==> src/hw/rtl/cfr_pkg.sv <==
// Shared constants and types for the framed byte receiver.
`default_nettype none

package cfr_pkg;

  // Encoded frame buffer size; the store keeps at most BUF_SIZE-1 bytes
  localparam int BUF_SIZE   = 64;
  localparam int ADDR_W     = $clog2(BUF_SIZE);
  localparam int FILL_MAX   = BUF_SIZE - 1;
  localparam int LEN_W      = 6;
  localparam int BYTE_W     = 8;
  localparam int CODE_W     = 9;

  // Queue between front and back
  localparam int FIFO_DEPTH = 4;
  localparam int FIFO_PTR_W = $clog2(FIFO_DEPTH);

  // Byte codes
  localparam logic [BYTE_W-1:0] MARKER_BYTE  = 8'h00;
  localparam logic [BYTE_W-1:0] CODE_NO_ZERO = 8'hFF;
  localparam logic [BYTE_W-1:0] CODE_SINGLE  = 8'h01;

  // Classified receive transaction
  typedef struct packed {
    logic                is_marker;
    logic [BYTE_W-1:0]   data;
  } cfr_entry_t;

  // Back-end sequencer states
  typedef enum logic [2:0] {
    ST_IDLE,
    ST_DEC_RD,
    ST_DEC_USE,
    ST_DEC_ZERO,
    ST_EM_RD,
    ST_EM_WAIT,
    ST_EM_EMPTY
  } cfr_state_t;

endpackage

`default_nettype wire

==> src/hw/rtl/cfr_front.sv <==
// Front end: accepts received bytes and tags frame markers.
`default_nettype none

module cfr_front (
  input  wire logic                      clk,
  input  wire logic                      rst_n,
  input  wire logic                      in_valid,
  output logic                           in_ready,
  input  wire logic [cfr_pkg::BYTE_W-1:0] in_rx_byte,
  output logic                           push_valid,
  input  wire logic                      push_ready,
  output cfr_pkg::cfr_entry_t            push_entry
);

  logic                hold_valid_r, hold_valid_nxt;
  cfr_pkg::cfr_entry_t hold_r, hold_nxt;
  logic                accept, push;

  // Single holding register; refills in the cycle it drains
  assign push     = hold_valid_r && push_ready;
  assign in_ready = !hold_valid_r || push_ready;
  assign accept   = in_valid && in_ready;

  always_comb begin
    hold_valid_nxt = hold_valid_r;
    hold_nxt       = hold_r;
    if (accept) begin
      hold_valid_nxt      = 1'b1;
      hold_nxt.is_marker  = (in_rx_byte == cfr_pkg::MARKER_BYTE);
      hold_nxt.data       = in_rx_byte;
    end else if (push) begin
      hold_valid_nxt = 1'b0;
    end
  end

  always_ff @(posedge clk) begin
    if (!rst_n) begin
      hold_valid_r <= 1'b0;
    end else begin
      hold_valid_r <= hold_valid_nxt;
    end
  end

  always_ff @(posedge clk) begin
    hold_r <= hold_nxt;
  end

  assign push_valid = hold_valid_r;
  assign push_entry = hold_r;

endmodule

`default_nettype wire

==> src/hw/rtl/cfr_queue.sv <==
// Short queue of classified bytes between front and back.
`default_nettype none

module cfr_queue (
  input  wire logic                clk,
  input  wire logic                rst_n,
  input  wire logic                push_valid,
  output logic                     push_ready,
  input  wire cfr_pkg::cfr_entry_t push_entry,
  output logic                     pop_valid,
  input  wire logic                pop_ready,
  output cfr_pkg::cfr_entry_t      pop_entry
);

  cfr_pkg::cfr_entry_t             slot_r [cfr_pkg::FIFO_DEPTH];
  logic [cfr_pkg::FIFO_PTR_W-1:0]  wptr_r, wptr_nxt;
  logic [cfr_pkg::FIFO_PTR_W-1:0]  rptr_r, rptr_nxt;
  logic [cfr_pkg::FIFO_PTR_W:0]    count_r, count_nxt;
  logic                            do_push, do_pop;

  assign push_ready = (count_r != (cfr_pkg::FIFO_PTR_W+1)'(cfr_pkg::FIFO_DEPTH));
  assign pop_valid  = (count_r != '0);
  assign pop_entry  = slot_r[rptr_r];
  assign do_push    = push_valid && push_ready;
  assign do_pop     = pop_valid && pop_ready;

  // Pointer and occupancy update
  always_comb begin
    wptr_nxt  = do_push ? wptr_r + 1'b1 : wptr_r;
    rptr_nxt  = do_pop  ? rptr_r + 1'b1 : rptr_r;
    count_nxt = count_r;
    if (do_push && !do_pop) begin
      count_nxt = count_r + 1'b1;
    end else if (do_pop && !do_push) begin
      count_nxt = count_r - 1'b1;
    end
  end

  always_ff @(posedge clk) begin
    if (!rst_n) begin
      wptr_r  <= '0;
      rptr_r  <= '0;
      count_r <= '0;
    end else begin
      wptr_r  <= wptr_nxt;
      rptr_r  <= rptr_nxt;
      count_r <= count_nxt;
    end
  end

  always_ff @(posedge clk) begin
    if (do_push) begin
      slot_r[wptr_r] <= push_entry;
    end
  end

endmodule

`default_nettype wire

==> src/hw/rtl/cfr_back.sv <==
// Back end: frame store, byte-unstuffing walk, checksum and result output.
`default_nettype none

module cfr_back (
  input  wire logic                       clk,
  input  wire logic                       rst_n,
  input  wire logic                       pop_valid,
  output logic                            pop_ready,
  input  wire cfr_pkg::cfr_entry_t        pop_entry,
  output logic                            out_valid,
  input  wire logic                       out_ready,
  output logic [cfr_pkg::BYTE_W-1:0]      out_data_byte,
  output logic                            out_data_valid,
  output logic                            out_last,
  output logic [cfr_pkg::LEN_W-1:0]       out_frame_length,
  output logic                            out_checksum_ok
);

  localparam int AW = cfr_pkg::ADDR_W;
  localparam int BW = cfr_pkg::BYTE_W;

  cfr_pkg::cfr_state_t state_r, state_nxt;

  logic [AW-1:0] fill_r, fill_nxt;
  logic [AW-1:0] n_r, n_nxt;
  logic [AW-1:0] rd_r, rd_nxt;
  logic [AW-1:0] wr_r, wr_nxt;
  logic [AW-1:0] k_r, k_nxt;
  logic [BW-1:0] remain_r, remain_nxt;
  logic          ff_r, ff_nxt;
  logic [BW-1:0] xor_r, xor_nxt;
  logic [BW-1:0] byte0_r, byte0_nxt;

  logic          out_valid_r, out_valid_nxt;
  logic [BW-1:0] out_data_r, out_data_nxt;
  logic          out_dv_r, out_dv_nxt;
  logic          out_last_r, out_last_nxt;
  logic [cfr_pkg::LEN_W-1:0] out_len_r, out_len_nxt;
  logic          out_ok_r, out_ok_nxt;

  // Memories
  logic [BW-1:0] enc_mem [cfr_pkg::BUF_SIZE];
  logic [BW-1:0] dec_mem [cfr_pkg::BUF_SIZE];
  logic [BW-1:0] enc_rdata_r, dec_rdata_r;
  logic          enc_we, dec_we;
  logic [BW-1:0] dec_wdata;

  // Walk helpers
  logic [cfr_pkg::CODE_W-1:0] run_end;
  logic          overrun, done, slot_free, out_load, is_last;
  logic [AW-1:0] rd_inc;

  assign rd_inc    = rd_r + 1'b1;
  assign run_end   = cfr_pkg::CODE_W'(rd_r) + cfr_pkg::CODE_W'(enc_rdata_r);
  assign overrun   = (run_end > cfr_pkg::CODE_W'(n_r)) || (enc_rdata_r == cfr_pkg::MARKER_BYTE);
  assign done      = (rd_inc == n_r);
  assign slot_free = !out_valid_r || out_ready;
  assign is_last   = (k_r == wr_r - 1'b1);
  assign pop_ready = (state_r == cfr_pkg::ST_IDLE);

  // Sequencer
  always_comb begin
    state_nxt    = state_r;
    fill_nxt     = fill_r;
    n_nxt        = n_r;
    rd_nxt       = rd_r;
    wr_nxt       = wr_r;
    k_nxt        = k_r;
    remain_nxt   = remain_r;
    ff_nxt       = ff_r;
    xor_nxt      = xor_r;
    byte0_nxt    = byte0_r;
    enc_we       = 1'b0;
    dec_we       = 1'b0;
    dec_wdata    = enc_rdata_r;
    out_load     = 1'b0;
    out_data_nxt = out_data_r;
    out_dv_nxt   = out_dv_r;
    out_last_nxt = out_last_r;
    out_len_nxt  = out_len_r;
    out_ok_nxt   = out_ok_r;

    case (state_r)
      cfr_pkg::ST_IDLE: begin
        if (pop_valid) begin
          if (!pop_entry.is_marker) begin
            if (fill_r < AW'(cfr_pkg::FILL_MAX)) begin
              enc_we   = 1'b1;
              fill_nxt = fill_r + 1'b1;
            end
          end else begin
            n_nxt      = fill_r;
            fill_nxt   = '0;
            rd_nxt     = '0;
            wr_nxt     = '0;
            remain_nxt = '0;
            ff_nxt     = 1'b0;
            xor_nxt    = '0;
            byte0_nxt  = '0;
            state_nxt  = (fill_r == '0) ? cfr_pkg::ST_EM_EMPTY : cfr_pkg::ST_DEC_RD;
          end
        end
      end

      cfr_pkg::ST_DEC_RD: begin
        state_nxt = cfr_pkg::ST_DEC_USE;
      end

      cfr_pkg::ST_DEC_USE: begin
        rd_nxt = rd_inc;
        if (remain_r == '0) begin
          // code byte opens a group
          if (overrun) begin
            state_nxt = cfr_pkg::ST_EM_EMPTY;
          end else begin
            remain_nxt = enc_rdata_r - 1'b1;
            ff_nxt     = (enc_rdata_r == cfr_pkg::CODE_NO_ZERO);
            if (done) begin
              k_nxt     = '0;
              state_nxt = (wr_r == '0) ? cfr_pkg::ST_EM_EMPTY : cfr_pkg::ST_EM_RD;
            end else if (enc_rdata_r == cfr_pkg::CODE_SINGLE) begin
              state_nxt = cfr_pkg::ST_DEC_ZERO;
            end else begin
              state_nxt = cfr_pkg::ST_DEC_RD;
            end
          end
        end else begin
          // data byte copied through
          dec_we     = 1'b1;
          dec_wdata  = enc_rdata_r;
          wr_nxt     = wr_r + 1'b1;
          remain_nxt = remain_r - 1'b1;
          if (wr_r == '0) begin
            byte0_nxt = enc_rdata_r;
          end else begin
            xor_nxt = xor_r ^ enc_rdata_r;
          end
          if (done) begin
            k_nxt     = '0;
            state_nxt = cfr_pkg::ST_EM_RD;
          end else if (remain_r == BW'(1) && !ff_r) begin
            state_nxt = cfr_pkg::ST_DEC_ZERO;
          end else begin
            state_nxt = cfr_pkg::ST_DEC_RD;
          end
        end
      end

      cfr_pkg::ST_DEC_ZERO: begin
        // implied zero at group end
        dec_we    = 1'b1;
        dec_wdata = '0;
        wr_nxt    = wr_r + 1'b1;
        if (wr_r == '0) begin
          byte0_nxt = '0;
        end
        state_nxt = cfr_pkg::ST_DEC_RD;
      end

      cfr_pkg::ST_EM_RD: begin
        state_nxt = cfr_pkg::ST_EM_WAIT;
      end

      cfr_pkg::ST_EM_WAIT: begin
        if (slot_free) begin
          out_load     = 1'b1;
          out_data_nxt = dec_rdata_r;
          out_dv_nxt   = 1'b1;
          out_last_nxt = is_last;
          out_len_nxt  = is_last ? cfr_pkg::LEN_W'(wr_r) : '0;
          out_ok_nxt   = is_last && (wr_r >= AW'(2)) && (xor_r == byte0_r);
          k_nxt        = k_r + 1'b1;
          state_nxt    = is_last ? cfr_pkg::ST_IDLE : cfr_pkg::ST_EM_RD;
        end
      end

      cfr_pkg::ST_EM_EMPTY: begin
        if (slot_free) begin
          out_load     = 1'b1;
          out_data_nxt = '0;
          out_dv_nxt   = 1'b0;
          out_last_nxt = 1'b1;
          out_len_nxt  = '0;
          out_ok_nxt   = 1'b0;
          state_nxt    = cfr_pkg::ST_IDLE;
        end
      end

      default: begin
        state_nxt = cfr_pkg::ST_IDLE;
      end
    endcase
  end

  // Output register valid
  always_comb begin
    if (out_load) begin
      out_valid_nxt = 1'b1;
    end else if (out_ready) begin
      out_valid_nxt = 1'b0;
    end else begin
      out_valid_nxt = out_valid_r;
    end
  end

  // Control state
  always_ff @(posedge clk) begin
    if (!rst_n) begin
      state_r     <= cfr_pkg::ST_IDLE;
      fill_r      <= '0;
      rd_r        <= '0;
      wr_r        <= '0;
      k_r         <= '0;
      out_valid_r <= 1'b0;
    end else begin
      state_r     <= state_nxt;
      fill_r      <= fill_nxt;
      rd_r        <= rd_nxt;
      wr_r        <= wr_nxt;
      k_r         <= k_nxt;
      out_valid_r <= out_valid_nxt;
    end
  end

  // Walk payload and output payload
  always_ff @(posedge clk) begin
    n_r        <= n_nxt;
    remain_r   <= remain_nxt;
    ff_r       <= ff_nxt;
    xor_r      <= xor_nxt;
    byte0_r    <= byte0_nxt;
    out_data_r <= out_data_nxt;
    out_dv_r   <= out_dv_nxt;
    out_last_r <= out_last_nxt;
    out_len_r  <= out_len_nxt;
    out_ok_r   <= out_ok_nxt;
  end

  // Encoded frame store
  always_ff @(posedge clk) begin
    if (enc_we) begin
      enc_mem[fill_r] <= pop_entry.data;
    end
    enc_rdata_r <= enc_mem[rd_r];
  end

  // Decoded frame store
  always_ff @(posedge clk) begin
    if (dec_we) begin
      dec_mem[wr_r] <= dec_wdata;
    end
    dec_rdata_r <= dec_mem[k_r];
  end

  assign out_valid        = out_valid_r;
  assign out_data_byte    = out_data_r;
  assign out_data_valid   = out_dv_r;
  assign out_last         = out_last_r;
  assign out_frame_length = out_len_r;
  assign out_checksum_ok  = out_ok_r;

  // Checks
  a_fill_bound: assert property (@(posedge clk) disable iff (!rst_n)
    fill_r <= AW'(cfr_pkg::FILL_MAX))
    else $error("encoded store fill above limit");

  a_wr_behind_rd: assert property (@(posedge clk) disable iff (!rst_n)
    state_r != cfr_pkg::ST_IDLE |-> wr_r <= rd_r)
    else $error("decoded index passed encoded index");

  a_emit_in_range: assert property (@(posedge clk) disable iff (!rst_n)
    (state_r == cfr_pkg::ST_EM_RD || state_r == cfr_pkg::ST_EM_WAIT) |-> k_r < wr_r)
    else $error("emit index beyond decoded length");

  a_last_to_idle: assert property (@(posedge clk) disable iff (!rst_n)
    (out_load && out_last_nxt) |=> state_r == cfr_pkg::ST_IDLE)
    else $error("sequencer busy after final result");

  a_no_pop_busy: assert property (@(posedge clk) disable iff (!rst_n)
    (state_r != cfr_pkg::ST_IDLE) |-> !enc_we)
    else $error("store write while frame in progress");

endmodule

`default_nettype wire

==> src/hw/rtl/cobs_frame_receiver_xor_check.sv <==
// Top level of the framed byte receiver with XOR checksum verdict.
//
// Input channel (in_valid/in_ready/in_rx_byte): one received byte per
// transaction. Non-zero bytes go into a 64-entry frame store, at most 63
// per frame, extra bytes dropped. A zero byte closes the frame.
// Output channel (out_valid/out_ready/out_*): one transaction per decoded
// byte, out_last on the final one, which also carries out_frame_length and
// out_checksum_ok. Empty or malformed frames give a single transaction with
// out_data_valid low and out_last high.
// A front register and a 4-entry queue take bytes while the back end works.
// Data bytes are written to the store while the back end is idle. After
// the closing zero the back end walks the frame store, reading and then
// using each encoded byte and writing each implied zero, then reads out
// and emits the decoded bytes in order; each store has one read port.
// A stall on out_ready holds the output register and halts the emission of
// decoded bytes; the queue then fills and in_ready drops.
// rst_n (synchronous, active low) empties the queue, zeroes the fill count
// and returns the back end to idle; no clearing pass is needed.
`default_nettype none

module cobs_frame_receiver_xor_check (
  input  wire logic                        clk,
  input  wire logic                        rst_n,
  input  wire logic                        in_valid,
  output logic                             in_ready,
  input  wire logic [cfr_pkg::BYTE_W-1:0]  in_rx_byte,
  output logic                             out_valid,
  input  wire logic                        out_ready,
  output logic [cfr_pkg::BYTE_W-1:0]       out_data_byte,
  output logic                             out_data_valid,
  output logic                             out_last,
  output logic [cfr_pkg::LEN_W-1:0]        out_frame_length,
  output logic                             out_checksum_ok
);

  logic                push_valid, push_ready;
  cfr_pkg::cfr_entry_t push_entry;
  logic                pop_valid, pop_ready;
  cfr_pkg::cfr_entry_t pop_entry;

  cfr_front u_front (
    .clk        (clk),
    .rst_n      (rst_n),
    .in_valid   (in_valid),
    .in_ready   (in_ready),
    .in_rx_byte (in_rx_byte),
    .push_valid (push_valid),
    .push_ready (push_ready),
    .push_entry (push_entry)
  );

  cfr_queue u_queue (
    .clk        (clk),
    .rst_n      (rst_n),
    .push_valid (push_valid),
    .push_ready (push_ready),
    .push_entry (push_entry),
    .pop_valid  (pop_valid),
    .pop_ready  (pop_ready),
    .pop_entry  (pop_entry)
  );

  cfr_back u_back (
    .clk              (clk),
    .rst_n            (rst_n),
    .pop_valid        (pop_valid),
    .pop_ready        (pop_ready),
    .pop_entry        (pop_entry),
    .out_valid        (out_valid),
    .out_ready        (out_ready),
    .out_data_byte    (out_data_byte),
    .out_data_valid   (out_data_valid),
    .out_last         (out_last),
    .out_frame_length (out_frame_length),
    .out_checksum_ok  (out_checksum_ok)
  );

endmodule

`default_nettype wire

==> config.mk <==
export PLATFORM = sky130hd
export DESIGN_NAME = cobs_frame_receiver_xor_check
export DESIGN_NICKNAME = d
export VERILOG_FILES = /design/src/hw/rtl/cfr_pkg.sv /design/src/hw/rtl/cfr_front.sv /design/src/hw/rtl/cfr_queue.sv /design/src/hw/rtl/cfr_back.sv /design/src/hw/rtl/cobs_frame_receiver_xor_check.sv
export SDC_FILE = /design/constraint.sdc
export NUM_CORES = 1
export LEC_CHECK = 0
export BUFFER_PORTS_ARGS = -buffer_cell sky130_fd_sc_hd__buf_2
export CELL_PAD_IN_SITES_DETAIL_PLACEMENT = 0
export CELL_PAD_IN_SITES_GLOBAL_PLACEMENT = 1
export CORE_ASPECT_RATIO = 0.8
export CORE_MARGIN = 2
export CORE_UTILIZATION = 51
export DETAILED_ROUTE_END_ITERATION = 8
export PLACE_DENSITY = 0.8
export SKIP_CTS_REPAIR_TIMING = 1
export SYNTH_ARGS = -nofsm -noshare
export SYNTH_HDL_FRONTEND = slang
export SYNTH_SLANG_ARGS = --single-unit
==> constraint.sdc <==
create_clock -name clk -period 3.85 [get_ports clk]
set_input_delay 0.77 -clock clk [delete_from_list [all_inputs] [get_ports clk]]
set_output_delay 0.77 -clock clk [all_outputs]
set_load 0.02 [all_outputs]
# [Word-level counts from Yosys, hierarchy flattened]
# Memories as Yosys holds them, arrays and structs flattened. A register that Yosys moved wholly into a read port is not among the register bits.
# Cells that the tools add are included.
[totals] n_memories=3 mem_bits_rw=1060 ff_bits=93 wordCells=188 in_bits=12
[mem_list] memory="u_back.dec_mem" depth=64 width=8 read_ports=1 rd_clocked_by_memory_dff=1 write_ports=1 line_no="cfr_back.sv:43" source="logic [BW-1:0] dec_mem [cfr_pkg::BUF_SIZE];"
[mem_list] memory="u_back.enc_mem" depth=64 width=8 read_ports=1 rd_clocked_by_memory_dff=1 write_ports=1 line_no="cfr_back.sv:42" source="logic [BW-1:0] enc_mem [cfr_pkg::BUF_SIZE];"
[mem_list] memory="u_queue.slot_r" depth=4 width=9 read_ports=1 rd_clocked_by_memory_dff=1 write_ports=1 line_no="cfr_queue.sv:15" source="cfr_pkg::cfr_entry_t slot_r [cfr_pkg::FIFO_DEPTH];"
[op_classes] n_eq_ne=24 n_bitwise=1 mux=80 add_sub_neg=12 reduce_logical=43 magnitude_cmp=3
[ops] op="2-to-1 mux 8 bit" n=12
[ops] op="2-to-1 mux 6 bit" n=12
[ops] op="case mux 8 bit (2 select lines)" n=3
[ops] op="2-to-1 mux 3 bit" n=12
[ops] op="case mux 6 bit (2 select lines)" n=3
[ops] op="2-to-1 mux 1 bit" n=25
[ops] op="adder 6 x 1 -> 6 bit, second input constant" n=4
[ops] op="logical NOT 8 bit" n=3
[ops] op="case mux 8 bit (3 select lines)" n=1
[ops] op="case mux 3 bit (7 select lines)" n=1
[ops] op="case mux 6 bit (3 select lines)" n=1
[ops] op="equality test 8 x 1 -> 1 bit, second input constant" n=2
[ops] op="subtractor 8 x 1 -> 8 bit, second input constant" n=2
[ops] op="AND reduction 3 bit" n=5
[ops] op="!= test 2 x 1 -> 1 bit, second input constant" n=7
[ops] op="nonzero test 2 bit" n=7
[ops] op="equality test 6 bit" n=2
[ops] op="logical NOT 6 bit" n=2
[ops] op="AND reduction 4 bit" n=3
[ops] op="2-to-1 mux 2 bit" n=5
[ops] op="case mux 1 bit (2 select lines)" n=5
[ops] op="AND reduction 5 bit" n=2
[ops] op="adder 6 x 8 -> 9 bit" n=1
[ops] op="equality test 3 bit, second input constant" n=3
[ops] op="21 further kinds" n=40

# [Logic depth before layout (Yosys ltp)]
[logic_depth] ltp_word=7 ltp_mapped=17

# [Hierarchy]
# Synthesis repeated with hierarchy kept, for this count alone.
[unflattened] cells_unflattened=2224 hier_area_um2=46477.1
[modules_own_cells] module="cfr_back" cells_per_inst=2112 area_per_inst_um2=44345.0 n_inst=1 seq_area_each_um2=33071.7
[modules_own_cells] module="cfr_queue" cells_per_inst=95 area_per_inst_um2=1799.2 n_inst=1 seq_area_each_um2=1261.2
[modules_own_cells] module="cfr_front" cells_per_inst=17 area_per_inst_um2=332.8 n_inst=1 seq_area_each_um2=290.3

# [Worst setup path before layout]
# No wires, ideal clock.
[synth_path] kind="register to register" from="reg u_back.rd_r[1]" to="reg u_back.remain_r[0], enable pin" period_less_slack_ns=4.069 n_path_buf=4 required_time_ns=3.480 setup_ns=0.370 stages_incl_launch_ff=17 arrival_time_ns=3.699 setup_slack_ns=-0.219 path_cell_list="dfxtp_1 -> clkbuf_1 -> clkbuf_1 -> clkbuf_1 -> inv_1 -> fa_1 -> nor2b_1 -> o31a_1 -> a21oi_1 -> ha_1 -> a21o_1 -> a21oi_1 -> a21oi_1 -> nor4_1 -> a211oi_2 -> buf_2 -> nor2_1"
[synth_between] elab_chain_len=5
[synth_rtl] item="from (decl)" line_no="cfr_back.sv:26" source="logic [AW-1:0] rd_r, rd_nxt;"
[synth_rtl] item="from (signal assigned)" line_no="cfr_back.sv:218" source="rd_r <= rd_nxt;"
[synth_rtl] item="adder 6 x 8 -> 9 bit" line_no="cfr_back.sv:54" source="assign run_end = cfr_pkg::CODE_W'(rd_r) + cfr_pkg::CODE_W'(enc_rdata_r);"
[synth_rtl] item="> comparator 9 x 6 -> 1 bit" line_no="cfr_back.sv:55" source="assign overrun = (run_end > cfr_pkg::CODE_W'(n_r)) || (enc_rdata_r == cfr_pkg::MARKER_BYTE);"
[synth_rtl] item="logical OR 1 bit" line_no="cfr_back.sv:55"
[synth_rtl] item="!= test 3 bit (no source line)"
[synth_rtl] item="AND reduction 4 bit (no source line)"
[synth_rtl] item="to (signal assigned)" line_no="cfr_back.sv:228" source="remain_r <= remain_nxt;"
[synth_rtl] item="to (decl)" line_no="cfr_back.sv:29" source="logic [BW-1:0] remain_r, remain_nxt;"
# Every way passes these cells.
# A chain may end at the register's enable or synchronous reset.

# [Final worst setup path]
[layout_path] from="reg u_back.rd_r[0]" to="reg u_back.k_r[3]"
[layout_between] elab_chain_len=6 elab_cells_between_ends=11 classes_between="add/sub (2); order compare (1); eq/ne (2); mux (4); reduce/logical (2)"
[layout_rtl] item="branches (longest 6 deep; another with adder 6 x 8 -> 9 bit)"
[layout_rtl] item="to (signal assigned)" line_no="cfr_back.sv:220" source="k_r <= k_nxt;"
[layout_rtl] item="to (decl)" line_no="cfr_back.sv:28" source="logic [AW-1:0] k_r, k_nxt;"
# Parallel ways; which one is timed is not known. The select of a mux whose other input is x is not followed.

==> metrics.txt <==
status=complete, no violations; synthesis-stage register bit count=1,171; maximum vdd ir drop=0.423 mV; Num CTS Buffers=roughly 110; synth cell count leaders=1,117 x edfxtp_1, 345 x mux4_2, 200 x nor2_1; Initial Util=approximately 52%; die extent in y=274 um; Clock H-tree levels=3; Max Fanout on Critical Path=11; Remaining Overflow, GRT=0; critical path required time=between 4000 and 5000 ps; mean routed wirelength per cell=27.8 um; vias in the first global route=approximately 23k; Final ANT Viol Nets=0; Yosys top cell area share=between 70% and 80%; worst path arrival time=4140 ps; Synth area leader=edfxtp_1; Die Width=approximately 340 um; Critical Path Source Type=flop; io pins=31; Seq/Total Area, Yosys=74.6%; relative slew slack=under 10%; FFs w/ async S/R, synth=0%; Fmax achieved=between 200 and 300 MHz; HPWL Detailed=63,500 um; final WL=between 100,000 and 150,000 um; gpl congestion=approximately 0.83; fin area=roughly 52,000 um2; Core Area=89,800 um2; TritonRoute pass-1 iters=6; fraction of layout cells with a size suffix above 1=27.8%; fill count=6,290; setup_tns=0 ps; Static Leak=between 15 and 20 nW; crit path kind=flop to flop; Final Skew=24.0 ps; layout overhead on the synthesized area=12.7%; number of max-cap violations=0; Slew Viols, Final=0; Cell Pwr Density=between 600 and 700 nW/um2; die area=just over 90,000 um2; commonest register cell after synthesis=edfxtp_1; min cycle time layout=3540 ps; CTS Sinks=1,171; worst min-delay path class=input port to flop; slew at the pin closest to its max-slew limit=1360 ps; CTS root buf=clkbuf_16; distinct cell type count after synthesis=63; Mapped Cells=~2.2k; initial antenna violation count=2; GRT Util Overall=22.1%; initial DRC count=3,029; final setup fails=0; R2R setup slack=310 ps; Tcrit/Tclk final=92.0%; pin count of the biggest net entering global routing=a little under 90; CTS tree=done; residual DRC count=0; Avg Vias per Cell=approximately 6.3; synthesized area=46,400 um2; Critical Path Sink Type=flop; Warnings, synthesis=0; Worst-path clk slew=approximately 60 ps; worst-skew pair later-pin latency=670 ps; Synth Area per Inst=between 20 and 25 um2; RSZ-0062 raised after global routing=no; fin nets=2,429; deepest clock path buffer count=3; vias=23.1k; placed inst area=48,600 um2; # rows=98; syn_nets=2,278; top-count cell post-synth=edfxtp_1; Buffers on Ports=30; endpoints failing hold=0; number of enable flip-flop cells after synthesis=1,117; most area-consuming cells after synthesis=edfxtp_1 72%, mux4_2 17%, dfxtp_1 2.3%; first-pass GRT wire length=around 150,000 um
==> path summary, 6_finish.rpt <==
check | from | endpoint | cells after the start
hold / removal | in_rx_byte[1] | u_front.push_entry[1]$_DFFE_PP_ | 1
hold reg to reg | u_front.push_entry[7]$_DFFE_PP_ | u_queue.slot_r[3][7]$_DFFE_PP_ | 0
setup reg to reg | u_back.rd_r[0]$_SDFFE_PN0P_ | u_back.k_r[3]$_SDFFE_PN0P_ | 14
setup / recovery | u_back.rd_r[0]$_SDFFE_PN0P_ | u_back.k_r[3]$_SDFFE_PN0P_ | 14
==> worst max-delay path, stage by stage (launching register included) <==
cell and delay, ps:
dfxtp_4 370, ha_1 170, inv_1 60, fa_1 400, nor2b_1 170, o31a_1 180
a21oi_1 60, ha_1 300, a21o_1 160, a21oi_1 140, a21oi_1 90, nor4_2 380
a211oi_2 250, or4_1 570, a21oi_1 180
==> cells by family (layout without fill, tap and decap cells) <==
| kind of cell | Yosys count | count (layout) | synth area share [%] |
|---|---|---|---|
| flip-flops | 1171 | 1171 | 74.6 |
| multiplexers | 349 | 349 | 16.8 |
| AND/OR/NAND/NOR | 379 | 379 | 3.85 |
| buffers and inverters | 146 | 389 | 1.39 |
| XOR/XNOR | 52 | 52 | 0.982 |
| AO/OA/AOI/OAI | 107 | 107 | 1.44 |
| adder cells (fa/ha/maj) | 31 | 31 | 0.868 |
| other | 0 | 2 | 0 |
==> cells in the final DEF, fill, tap and decap left out, drive strengths merged, types with 29 or more instances in the layout <==
cell / n
mux4: 345
a21oi: 42
dfxtp: 54
buf: 156
nor2: 200
ha: 29
nand2: 38
clkbuf: 144
clkinv: 45
edfxtp: 1117
xnor2: 35
==> final cells by class <==
cell class                 count  area [um2]  area share [%]
sequential                  1171       34600            66.3
multi-input combinational    918       11200            21.4
clock buffer                 144        3030            5.79
tap                         1200        1500            2.87
timing repair buffer         156        1210            2.31
clock inverter                62         634            1.21
inverter                      27         101           0.194
antenna                        2        5.00         0.00957
==> power breakdown <==
part / switching (mW) / internal (mW)
registers: 0.348 / 15.9
clock network: 4.54 / 6.39
logic: 3.67 / 1.86
==> layer usage <==
metal / share of wire (%) / GRT usage, %
met1: 43 / 35.3
met2: 45 / 32.2
met3: 9.7 / 3.95
met4: 1.7 / 4.32
met5: 0 / 0
==> state kept, by name, indices dropped and copies added, names as in the netlist, 8 cells and up, named ones only <==
| name | count |
|---|---|
| u_back.xor_r | 8 |
| u_front.push_entry | 9 |
| u_back.byte0_r | 8 |
| u_back.remain_r | 8 |
| u_back.enc_rdata_r | 8 |
| u_back.out_data_byte | 8 |
| u_back.dec_mem | 512 |
| u_back.enc_mem | 512 |
| u_queue.slot_r | 36 |
| u_back.dec_rdata_r | 8 |
==> metrics by stage <==
step	worst slack, ps	hold slack, ps	power (mW)	util, %	std cells
after floorplan	56.9	406	19.9	-	2235
after global placement	299	469	21.7	54.2	3472
after detailed placement	240	485	22.0	54.2	3472
after CTS	204	255	32.8	58.2	3678
after global routing	121	267	33.8	58.2	3678
final	309	296	32.7	58.3	3680
Power figures use the tool's default switching activity.
